$ cat config.mk
export PLATFORM = sky130hd
export DESIGN_NAME = spiral_tile_wipe_generator
export DESIGN_NICKNAME = d
export VERILOG_FILES = /design/src/hw/rtl/stwg_pkg.sv /design/src/hw/rtl/stwg_core.sv /design/src/hw/rtl/spiral_tile_wipe_generator.sv
export SDC_FILE = /design/constraint.sdc
export NUM_CORES = 1
export LEC_CHECK = 0
export ABC_AREA = 1
export BUFFER_PORTS_ARGS = -buffer_cell sky130_fd_sc_hd__buf_2
export CORE_ASPECT_RATIO = 1.4
export CORE_UTILIZATION = 33
export DETAILED_ROUTE_END_ITERATION = 7
export PLACE_DENSITY = 0.53
export SLEW_MARGIN = 10
export SYNTH_ARGS = -nofsm -noshare
export SYNTH_HDL_FRONTEND = slang
export SYNTH_HIERARCHICAL = 1
export SYNTH_SLANG_ARGS = --single-unit
export TNS_END_PERCENT = 30
$ cat constraint.sdc
create_clock -name clk -period 12.72 [get_ports clk]
set_input_delay 1.272 -clock clk [delete_from_list [all_inputs] [get_ports clk]]
set_output_delay 1.272 -clock clk [all_outputs]
set_load 0.005 [all_outputs]
$ cat src/hw/rtl/stwg_pkg.sv
// shared types and constants for the spiral tile wipe generator
package stwg_pkg;

    localparam int FRAME_BITS          = 12;
    localparam int STEP_BITS           = 9;
    localparam int TILE_SHIFT          = 3;
    localparam int COORD_WIDTH_DEFAULT = 12;
    localparam int CFG_INDEX_BITS      = 2;

    localparam logic [FRAME_BITS-1:0] FRAME_WIDTH_RESET  = 12'd640;
    localparam logic [FRAME_BITS-1:0] FRAME_HEIGHT_RESET = 12'd480;

    typedef enum logic [CFG_INDEX_BITS-1:0] {
        CFG_FRAME_WIDTH  = 2'd0,
        CFG_FRAME_HEIGHT = 2'd1
    } cfg_index_t;

    typedef enum logic [1:0] {
        HEAD_RIGHT = 2'd0,
        HEAD_DOWN  = 2'd1,
        HEAD_LEFT  = 2'd2,
        HEAD_UP    = 2'd3
    } heading_t;

    typedef struct packed {
        logic [FRAME_BITS-1:0] tile_x;
        logic [FRAME_BITS-1:0] tile_y;
        logic [STEP_BITS-1:0]  tile_width;
        logic [STEP_BITS-1:0]  tile_height;
        logic                  finished;
    } result_t;

endpackage

$ cat src/hw/rtl/stwg_core.sv
// spiral walk state and single-tick step logic
module stwg_core #(
    parameter int COORD_WIDTH = stwg_pkg::COORD_WIDTH_DEFAULT
) (
    input  logic                             clk,
    input  logic                             rst_n,
    input  logic                             step_en,
    input  logic                             restart,
    input  logic [stwg_pkg::FRAME_BITS-1:0]  frame_width,
    input  logic [stwg_pkg::FRAME_BITS-1:0]  frame_height,
    output stwg_pkg::result_t                result
);
    import stwg_pkg::*;

    localparam int EXT_BITS = COORD_WIDTH + FRAME_BITS;

    function automatic logic [COORD_WIDTH-1:0] coord_of_frame(logic [FRAME_BITS-1:0] v);
        logic [EXT_BITS-1:0] e;
        e = EXT_BITS'(v);
        return e[COORD_WIDTH-1:0];
    endfunction

    function automatic logic [COORD_WIDTH-1:0] coord_of_step(logic [STEP_BITS-1:0] v);
        logic [EXT_BITS-1:0] e;
        e = EXT_BITS'(v);
        return e[COORD_WIDTH-1:0];
    endfunction

    function automatic logic [FRAME_BITS-1:0] frame_of_coord(logic [COORD_WIDTH-1:0] v);
        logic [EXT_BITS-1:0] e;
        e = EXT_BITS'(v);
        return e[FRAME_BITS-1:0];
    endfunction

    logic [COORD_WIDTH-1:0] pos_x_reg, pos_x_next;
    logic [COORD_WIDTH-1:0] pos_y_reg, pos_y_next;
    logic [COORD_WIDTH-1:0] left_reg, left_next;
    logic [COORD_WIDTH-1:0] right_reg, right_next;
    logic [COORD_WIDTH-1:0] top_reg, top_next;
    logic [COORD_WIDTH-1:0] bottom_reg, bottom_next;
    heading_t               heading_reg, heading_next;
    logic [STEP_BITS-1:0]   step_w_reg, step_w_next;
    logic [STEP_BITS-1:0]   step_h_reg, step_h_next;

    logic [COORD_WIDTH-1:0] ld_px, ld_py, ld_left, ld_right, ld_top, ld_bottom;
    heading_t               ld_heading;
    logic [STEP_BITS-1:0]   ld_sw, ld_sh;
    logic [COORD_WIDTH-1:0] sw_c, sh_c;
    logic                   done;

    always_comb
    begin
        // restart reload
        if (restart)
        begin
            ld_sw      = frame_width[FRAME_BITS-1:TILE_SHIFT];
            ld_sh      = frame_height[FRAME_BITS-1:TILE_SHIFT];
            ld_left    = '0;
            ld_right   = coord_of_frame(frame_width - FRAME_BITS'(ld_sw));
            ld_top     = coord_of_step(ld_sh);
            ld_bottom  = coord_of_frame(frame_height - FRAME_BITS'(ld_sh));
            ld_heading = HEAD_RIGHT;
            ld_px      = '0;
            ld_py      = '0;
        end
        else
        begin
            ld_sw      = step_w_reg;
            ld_sh      = step_h_reg;
            ld_left    = left_reg;
            ld_right   = right_reg;
            ld_top     = top_reg;
            ld_bottom  = bottom_reg;
            ld_heading = heading_reg;
            ld_px      = pos_x_reg;
            ld_py      = pos_y_reg;
        end

        sw_c = coord_of_step(ld_sw);
        sh_c = coord_of_step(ld_sh);
        done = (ld_heading == HEAD_RIGHT) && (ld_left >= ld_right);

        step_w_next  = ld_sw;
        step_h_next  = ld_sh;
        left_next    = ld_left;
        right_next   = ld_right;
        top_next     = ld_top;
        bottom_next  = ld_bottom;
        heading_next = ld_heading;
        pos_x_next   = ld_px;
        pos_y_next   = ld_py;
        result       = '0;

        if (done)
        begin
            result.finished = 1'b1;
        end
        else
        begin
            // corner turn
            unique case (ld_heading)
                HEAD_RIGHT:
                begin
                    if (ld_px >= ld_right)
                    begin
                        heading_next = HEAD_DOWN;
                        right_next   = ld_right - sw_c;
                    end
                end
                HEAD_DOWN:
                begin
                    if (ld_py >= ld_bottom)
                    begin
                        heading_next = HEAD_LEFT;
                        bottom_next  = ld_bottom - sh_c;
                    end
                end
                HEAD_LEFT:
                begin
                    if (ld_px <= ld_left)
                    begin
                        heading_next = HEAD_UP;
                        left_next    = ld_left + sw_c;
                    end
                end
                HEAD_UP:
                begin
                    if (ld_py <= ld_top)
                    begin
                        heading_next = HEAD_RIGHT;
                        top_next     = ld_top + sh_c;
                    end
                end
            endcase

            result.tile_x      = frame_of_coord(ld_px);
            result.tile_y      = frame_of_coord(ld_py);
            result.tile_width  = ld_sw;
            result.tile_height = ld_sh;

            // advance one tile
            unique case (heading_next)
                HEAD_RIGHT: pos_x_next = ld_px + sw_c;
                HEAD_DOWN:  pos_y_next = ld_py + sh_c;
                HEAD_LEFT:  pos_x_next = ld_px - sw_c;
                HEAD_UP:    pos_y_next = ld_py - sh_c;
            endcase
        end
    end

    always_ff @(posedge clk or negedge rst_n)
    begin
        if (!rst_n)
        begin
            pos_x_reg   <= '0;
            pos_y_reg   <= '0;
            left_reg    <= '0;
            right_reg   <= '0;
            top_reg     <= '0;
            bottom_reg  <= '0;
            heading_reg <= HEAD_RIGHT;
            step_w_reg  <= '0;
            step_h_reg  <= '0;
        end
        else if (step_en)
        begin
            pos_x_reg   <= pos_x_next;
            pos_y_reg   <= pos_y_next;
            left_reg    <= left_next;
            right_reg   <= right_next;
            top_reg     <= top_next;
            bottom_reg  <= bottom_next;
            heading_reg <= heading_next;
            step_w_reg  <= step_w_next;
            step_h_reg  <= step_h_next;
        end
    end

    a_done_holds: assert property (@(posedge clk) disable iff (!rst_n)
        step_en && !restart && done |=> $stable(heading_reg) && $stable(pos_x_reg)
            && $stable(pos_y_reg) && $stable(right_reg))
        else $error("finished tick changed the walk state");

    a_restart_loads: assert property (@(posedge clk) disable iff (!rst_n)
        step_en && restart |=> step_w_reg == $past(frame_width[FRAME_BITS-1:TILE_SHIFT])
            && step_h_reg == $past(frame_height[FRAME_BITS-1:TILE_SHIFT]))
        else $error("restart did not load the tile size");

    a_idle_holds: assert property (@(posedge clk) disable iff (!rst_n)
        !step_en |=> $stable(heading_reg) && $stable(pos_x_reg) && $stable(left_reg))
        else $error("walk state moved without a tick");

endmodule

$ cat src/hw/rtl/spiral_tile_wipe_generator.sv
// top level: config registers, tick handshake and output skid buffer
//
//  channel | direction | handshake          | payload
//  --------+-----------+--------------------+------------------------------------------
//  tick    | in        | in_valid/in_stall  | restart
//  tile    | out       | out_valid/out_stall| tile_x, tile_y, tile_width, tile_height,
//          |           |                    | finished
//  config  | in        | cfg_valid/cfg_ready| cfg_index, cfg_data
//
//  one tick per cycle unless in_stall; results are registered in the output buffer
//  the step is a single compare/add pass between the walk state and the output register
//  a two-entry output buffer lets a tick be taken while a result waits; in_stall is
//  driven from the second entry only
//  reset gives 640 x 480 and a finished walk until the first restart
module spiral_tile_wipe_generator #(
    parameter int COORD_WIDTH = stwg_pkg::COORD_WIDTH_DEFAULT
) (
    input  logic                                clk,
    input  logic                                rst_n,
    input  logic                                in_valid,
    output logic                                in_stall,
    input  logic                                restart,
    output logic                                out_valid,
    input  logic                                out_stall,
    output logic [stwg_pkg::FRAME_BITS-1:0]     tile_x,
    output logic [stwg_pkg::FRAME_BITS-1:0]     tile_y,
    output logic [stwg_pkg::STEP_BITS-1:0]      tile_width,
    output logic [stwg_pkg::STEP_BITS-1:0]      tile_height,
    output logic                                finished,
    input  logic                                cfg_valid,
    output logic                                cfg_ready,
    input  logic [stwg_pkg::CFG_INDEX_BITS-1:0] cfg_index,
    input  logic [stwg_pkg::FRAME_BITS-1:0]     cfg_data
);
    import stwg_pkg::*;

    logic [FRAME_BITS-1:0] frame_width_reg;
    logic [FRAME_BITS-1:0] frame_height_reg;
    result_t               step_result;
    result_t               out_reg;
    result_t               skid_reg;
    logic                  out_valid_reg;
    logic                  skid_valid_reg;
    logic                  accept;
    logic                  out_free;

    assign cfg_ready = 1'b1;

    always_ff @(posedge clk or negedge rst_n)
    begin
        if (!rst_n)
        begin
            frame_width_reg  <= FRAME_WIDTH_RESET;
            frame_height_reg <= FRAME_HEIGHT_RESET;
        end
        else if (cfg_valid)
        begin
            unique case (cfg_index)
                CFG_FRAME_WIDTH:  frame_width_reg  <= cfg_data;
                CFG_FRAME_HEIGHT: frame_height_reg <= cfg_data;
                default:
                begin
                end
            endcase
        end
    end

    assign in_stall = skid_valid_reg;
    assign accept   = in_valid && !skid_valid_reg;
    assign out_free = !out_valid_reg || !out_stall;

    stwg_core #(
        .COORD_WIDTH (COORD_WIDTH)
    ) u_core (
        .clk          (clk),
        .rst_n        (rst_n),
        .step_en      (accept),
        .restart      (restart),
        .frame_width  (frame_width_reg),
        .frame_height (frame_height_reg),
        .result       (step_result)
    );

    always_ff @(posedge clk or negedge rst_n)
    begin
        if (!rst_n)
        begin
            out_valid_reg  <= 1'b0;
            skid_valid_reg <= 1'b0;
        end
        else if (out_free)
        begin
            out_valid_reg  <= skid_valid_reg || accept;
            skid_valid_reg <= 1'b0;
        end
        else if (accept)
        begin
            skid_valid_reg <= 1'b1;
        end
    end

    always_ff @(posedge clk)
    begin
        if (out_free)
        begin
            out_reg <= skid_valid_reg ? skid_reg : step_result;
        end
        else if (accept)
        begin
            skid_reg <= step_result;
        end
    end

    assign out_valid   = out_valid_reg;
    assign tile_x      = out_reg.tile_x;
    assign tile_y      = out_reg.tile_y;
    assign tile_width  = out_reg.tile_width;
    assign tile_height = out_reg.tile_height;
    assign finished    = out_reg.finished;

    a_skid_behind_out: assert property (@(posedge clk) disable iff (!rst_n)
        skid_valid_reg |-> out_valid_reg)
        else $error("second entry full with first entry empty");

    a_skid_fill: assert property (@(posedge clk) disable iff (!rst_n)
        $rose(skid_valid_reg) |-> $past(out_valid_reg && out_stall && in_valid))
        else $error("second entry filled without a held result");

    a_finished_clean: assert property (@(posedge clk) disable iff (!rst_n)
        out_valid_reg && out_reg.finished |-> out_reg.tile_x == '0 && out_reg.tile_y == '0
            && out_reg.tile_width == '0 && out_reg.tile_height == '0)
        else $error("finished result carries a tile");

endmodule
* Word level (Yosys, flattened, before mapping)
Index checks and enable logic that the tools add are counted.
** Cells by class
- Add/sub/neg operators :: 10
- Order comparisons :: 5
- Equal/unequal tests :: 7
- Multiplexer cells :: 37
- Bitwise operators :: 1
- Reduce and logical (&&, ||, !) cells :: 14
** Operators by type and width (number)
- $mux W12 :: 20
- $sub A12 B9 Y12 :: 6
- $add A12 B9 Y12 :: 4
- $pmux W12 S2 :: 2
- $mux W43 :: 1
- $mux W42 :: 1
- $ge A12 B12 Y1 :: 3
- $le A12 B12 Y1 :: 2
- $mux W9 :: 2
- $mux W2 :: 7
- $eq A2 B2 Y1 const B :: 4
- $pmux W2 S4 :: 1
- $eq A2 B1 Y1 const B :: 3
- $logic_not A2 Y1 :: 3
- $reduce_and A2 Y1 :: 3
- $logic_not A1 Y1 :: 3
- $mux W1 :: 3
- $logic_and A1 B1 Y1 :: 2
- $logic_or A1 B1 Y1 :: 2
- $reduce_bool A2 Y1 :: 1
- $not A1 Y1 :: 1
** Word-level totals
- Bits in registers :: 204
- Input port bits :: 20
- Word-level logic and storage cells :: 97

* Longest topological paths before layout
- Word-level depth :: 9
- Gate-level depth with buffers :: 40

* Hierarchy
Netlist, hierarchy kept.
** Modules (own cells, without submodules)
- stwg_core :: times used 1, cells an instance 1532, area each 10282.4 µm²
- spiral_tile_wipe_generator :: times used 1, cells an instance 344, area each 4280.4 µm²

* Worst setup path before layout
Ideal clock, no wire load.
- Path type :: input to register
- From :: in out_stall
- To :: reg skid_reg[0] (netlist name) (enable)
- Setup time :: 0.496 ns
- Data arrival time :: 5.306 ns
- Required time :: 12.224 ns
- Path slack :: 6.917 ns
- Stages on the path :: 2
- Cell sequence :: nand2_1 > nor3_1
** On the way
- Longest elaborated chain between the ends :: 4
** Ends and longest elaborated chain
- from (decl) :: line spiral_tile_wipe_generator.sv:24 : input logic out_stall,
- $logic_not A1 Y1 :: line spiral_tile_wipe_generator.sv:70 : assign out_free = !out_valid_reg || !out_stall;
- $logic_or A1 B1 Y1 :: line spiral_tile_wipe_generator.sv:70
- $not A1 Y1 (no line)
- $reduce_and A2 Y1 (no line)
- to (signal assigned) :: line spiral_tile_wipe_generator.sv:110 : skid_reg <= step_result;
- to (decl) :: line spiral_tile_wipe_generator.sv:41 : result_t skid_reg;
No other way between the ends.
A chain may end at the register's enable or synchronous reset.

* Worst setup path after layout
- From :: in restart
- To :: reg u_core.pos_x_reg[10]
** On the way
- Longest elaborated chain between the ends :: 8
- Elaborated cells between the ends (all ways) :: 30
- Classes of those cells :: 2 x add/sub; 5 x order compare; 4 x eq/ne; 16 x mux; 3 x reduce/logical
** Ends and longest elaborated chain
- from (decl) :: line spiral_tile_wipe_generator.sv:22 : input logic restart,
- $mux W12 :: line stwg_core.sv:54 : if (restart)
- $le A12 B12 Y1 (tied with other cells) :: line stwg_core.sv:128 : if (ld_py <= ld_top)
- $mux W2, on equally long branches
- $pmux W2 S4 :: line stwg_core.sv:101 : unique case (ld_heading)
- $mux W2 :: line stwg_core.sv:94 : if (done)
- $eq A2 B2 Y1 or $logic_not A2 Y1 (tied branches) :: line stwg_core.sv:142 : unique case (heading_next)
- $pmux W12 S2 :: line stwg_core.sv:142
- $mux W12 * :: line stwg_core.sv:94
- to (signal assigned) :: line stwg_core.sv:167 : pos_x_reg <= pos_x_next;
- to (decl) :: line stwg_core.sv:35 : logic [COORD_WIDTH-1:0] pos_x_reg, pos_x_next;
Mark *: on every way between the ends. The rest lies on a longest branch, timed or not. The select of a mux whose other input is x is not followed.

==> run metrics <==
count leader, synth=nand2_1; violation count after the first detailed-routing iteration=676; port bufs=64; sw frac=42.16%; CP dominant cell by count=nand2_1; Required @ worst endpoint=13.13 ns; Cells after DPL=2442; Setup crit end kind=register; DR vias/cell=4.890; Initial Util=33.59%; fmax=162.2 MHz; num ports=66; Tot Pwr=3.109 mW; fin crit period=6.163 ns; H-tree Lvls=1; fraction of layout cells with a size suffix above 1=9.152%; routability cong.=0.8990; ranking of synthesized cells by area=dfrtp_1, edfxtp_1, ha_1; CTS tree=done; DP HPWL=28860 µm; Layout area overhead=10.96%; Crit Path Category=input pin to register; Die Height=250.6 µm; # hold bufs at CTS=0; number of max-cap violations=0; Flop pwr share=29.4%; Final WS setup=6.557 ns; clock buffer count from CTS=24; Pint=1.798 mW; Die Wd=179.5 µm; placed cell area=0.01536 mm²; setup bufs post-CTS=0; Max Slew Vio Count=0; syn nets=2040; Reg-to-Reg Start=frame_height_reg[5]; worst clock skew=0.02059 ns; HP Start=u_core/right_reg[10]; clock transition at the registers of the reported paths=0.06 ns; ys flop type=dfrtp_1; Final Hold Vio Count=0; combinational share of power=48.1%; Post-Syn Instances=1876; Post-synth EDFFs=86; first-pass GRT wire length=62570 µm; Slew HR=39.54%; NetSw=1.311 mW; CP Launch Type=input pin; Root Buffer=clkbuf_16; core region area=0.04335 mm²; die area=0.04498 mm²; P per Cell Area=192.4 mW/mm²; Final TNS setup=0 ns; syn_area_per_cell=7.763 µm²; Syn Std Cell Area=0.01456 mm²; Layout Cells excl Fill=2486; diode count=0; max incr delay on CP=0.61 ns; RSZ-0062 raised after global routing=false; Final period util=48.45%; cell taking the most area after synthesis=dfrtp_1; register bit total from synthesis=204; Final Hold Slack=0.4778 ns; maximum vdd drop=0.0001027 V; vias=12160; clock share of power=22.6%; final setup violation count=0; CTS resizes=0; Setup crit start=restart; Routed WL per cell=15.32 µm; hold crit path type=register to register; Worst-Skew Late Latency=0.55 ns; Leak Pwr=7.951 nW; Sink Count=204; top post-synthesis cells by count=nand2_1, inv_1, o21ai_0, nor2_1, ha_1; Rows=90; initial antenna violation count=0; FF-to-FF setup slack=7.43 ns; drc violations=8; CTS Buffer Depth=3; Seq/Total Area, Yosys=38.06%; Nets=2080; crit path DAT=6.57 ns; Synth cell types=52; worst-path fanout max=40; max reg flops=43; DRT Pass-1 Iters=6; CP max-delay cell=nor2_1; failing checks=design-rule violations; Final Cell Area=0.01616 mm²; Yosys top cell area share=19.25%; Layout Utilization=37.27%; GR Overflow Total=0; Final ANT Viol Nets=0; largest net degree at the start of global routing=91; GRT Total Usage=17.14%; Worst-Margin Slew=0.9069 ns; DRT Wirelength=38090 µm; Yosys Warn Count=6; fraction of registers with async set/reset=57.84%; Place WS=6.017 ns; run status=finished, violations left; vias in the first global route=12160
[path summary, 6_finish.rpt]
check | depth (start not counted) | endpoint
max in group asynchronous | 3 | in_stall
min | 2 | u_core/right_reg[10]
min in group asynchronous | 1 | u_core/bottom_reg[0]
max reg2reg | 38 | u_core/pos_x_reg[10]
min reg2reg | 2 | u_core/right_reg[10]
max | 32 | u_core/pos_x_reg[10]
[logic make-up after synthesis]
family          count (synthesis)  share of synthesized area, %
fa+ha+maj                     144                         12.78
compound gates                364                         13.59
buf+inv                       355                         9.795
xor+xnor                       77                         4.631
flops                         204                         38.06
other cells                     1                       0.02575
simple gates                  731                         21.11
[worst max-delay path, delay by kind of cell]
family / cells / cell delay [ns]
fa+ha+maj: 2 / 0.77
xor+xnor: 1 / 0.15
simple gates: 17 / 2.19
buf+inv: 6 / 1.31
compound gates: 6 / 0.84
[power groups by stage]
stage	combinational [mW]	sequential, mW	clock, mW
global placement	1.48	0.924	0
floorplan	1.14	0.912	0
finish	1.49	0.913	0.702
detailed placement	1.49	0.926	0
global route	1.72	0.930	0.746
CTS	1.50	0.914	0.727
[layout by cell type, fill, tap and decap left out, types with 9 or more instances in the layout]
cell / count
xor2_1: 57
nand2_2: 9
inv_2: 17
o21ai_0: 173
nand3_1: 76
buf_2: 63
nor2_1: 142
ha_1: 136
xnor2_1: 20
inv_1: 272
o211ai_1: 12
a21oi_2: 9
edfxtp_1: 86
buf_4: 15
a21oi_1: 108
nor3_1: 14
nand4_1: 24
nand2_1: 440
a31oi_1: 9
dfrtp_1: 111
o21ai_1: 21
clkbuf_16: 25
[area by class of cell]
class / count / area (µm²)
Timing Repair Buffer: 78 / 427.9
Fill cell: 4482 / 27190
Inverter: 291 / 1094
Tap cell: 552 / 690.7
Sequential cell: 204 / 5544
Clock buffer: 29 / 650.6
Clock inverter: 15 / 143.9
Multi-Input combinational cell: 1317 / 7609
[layer usage]
layer  vias up  routed length [µm]  global-route usage, %  part of all wire [%]
met5         -                   0                      0                     0
met1      5653               17170                  21.38                    45
li1       6214                   -                      -                     -
met2       244               18500                  30.58                    49
met4         0                 969                  5.690                   2.5
met3        46                1442                  1.977                   3.8
(Power assumes the default switching activity.)
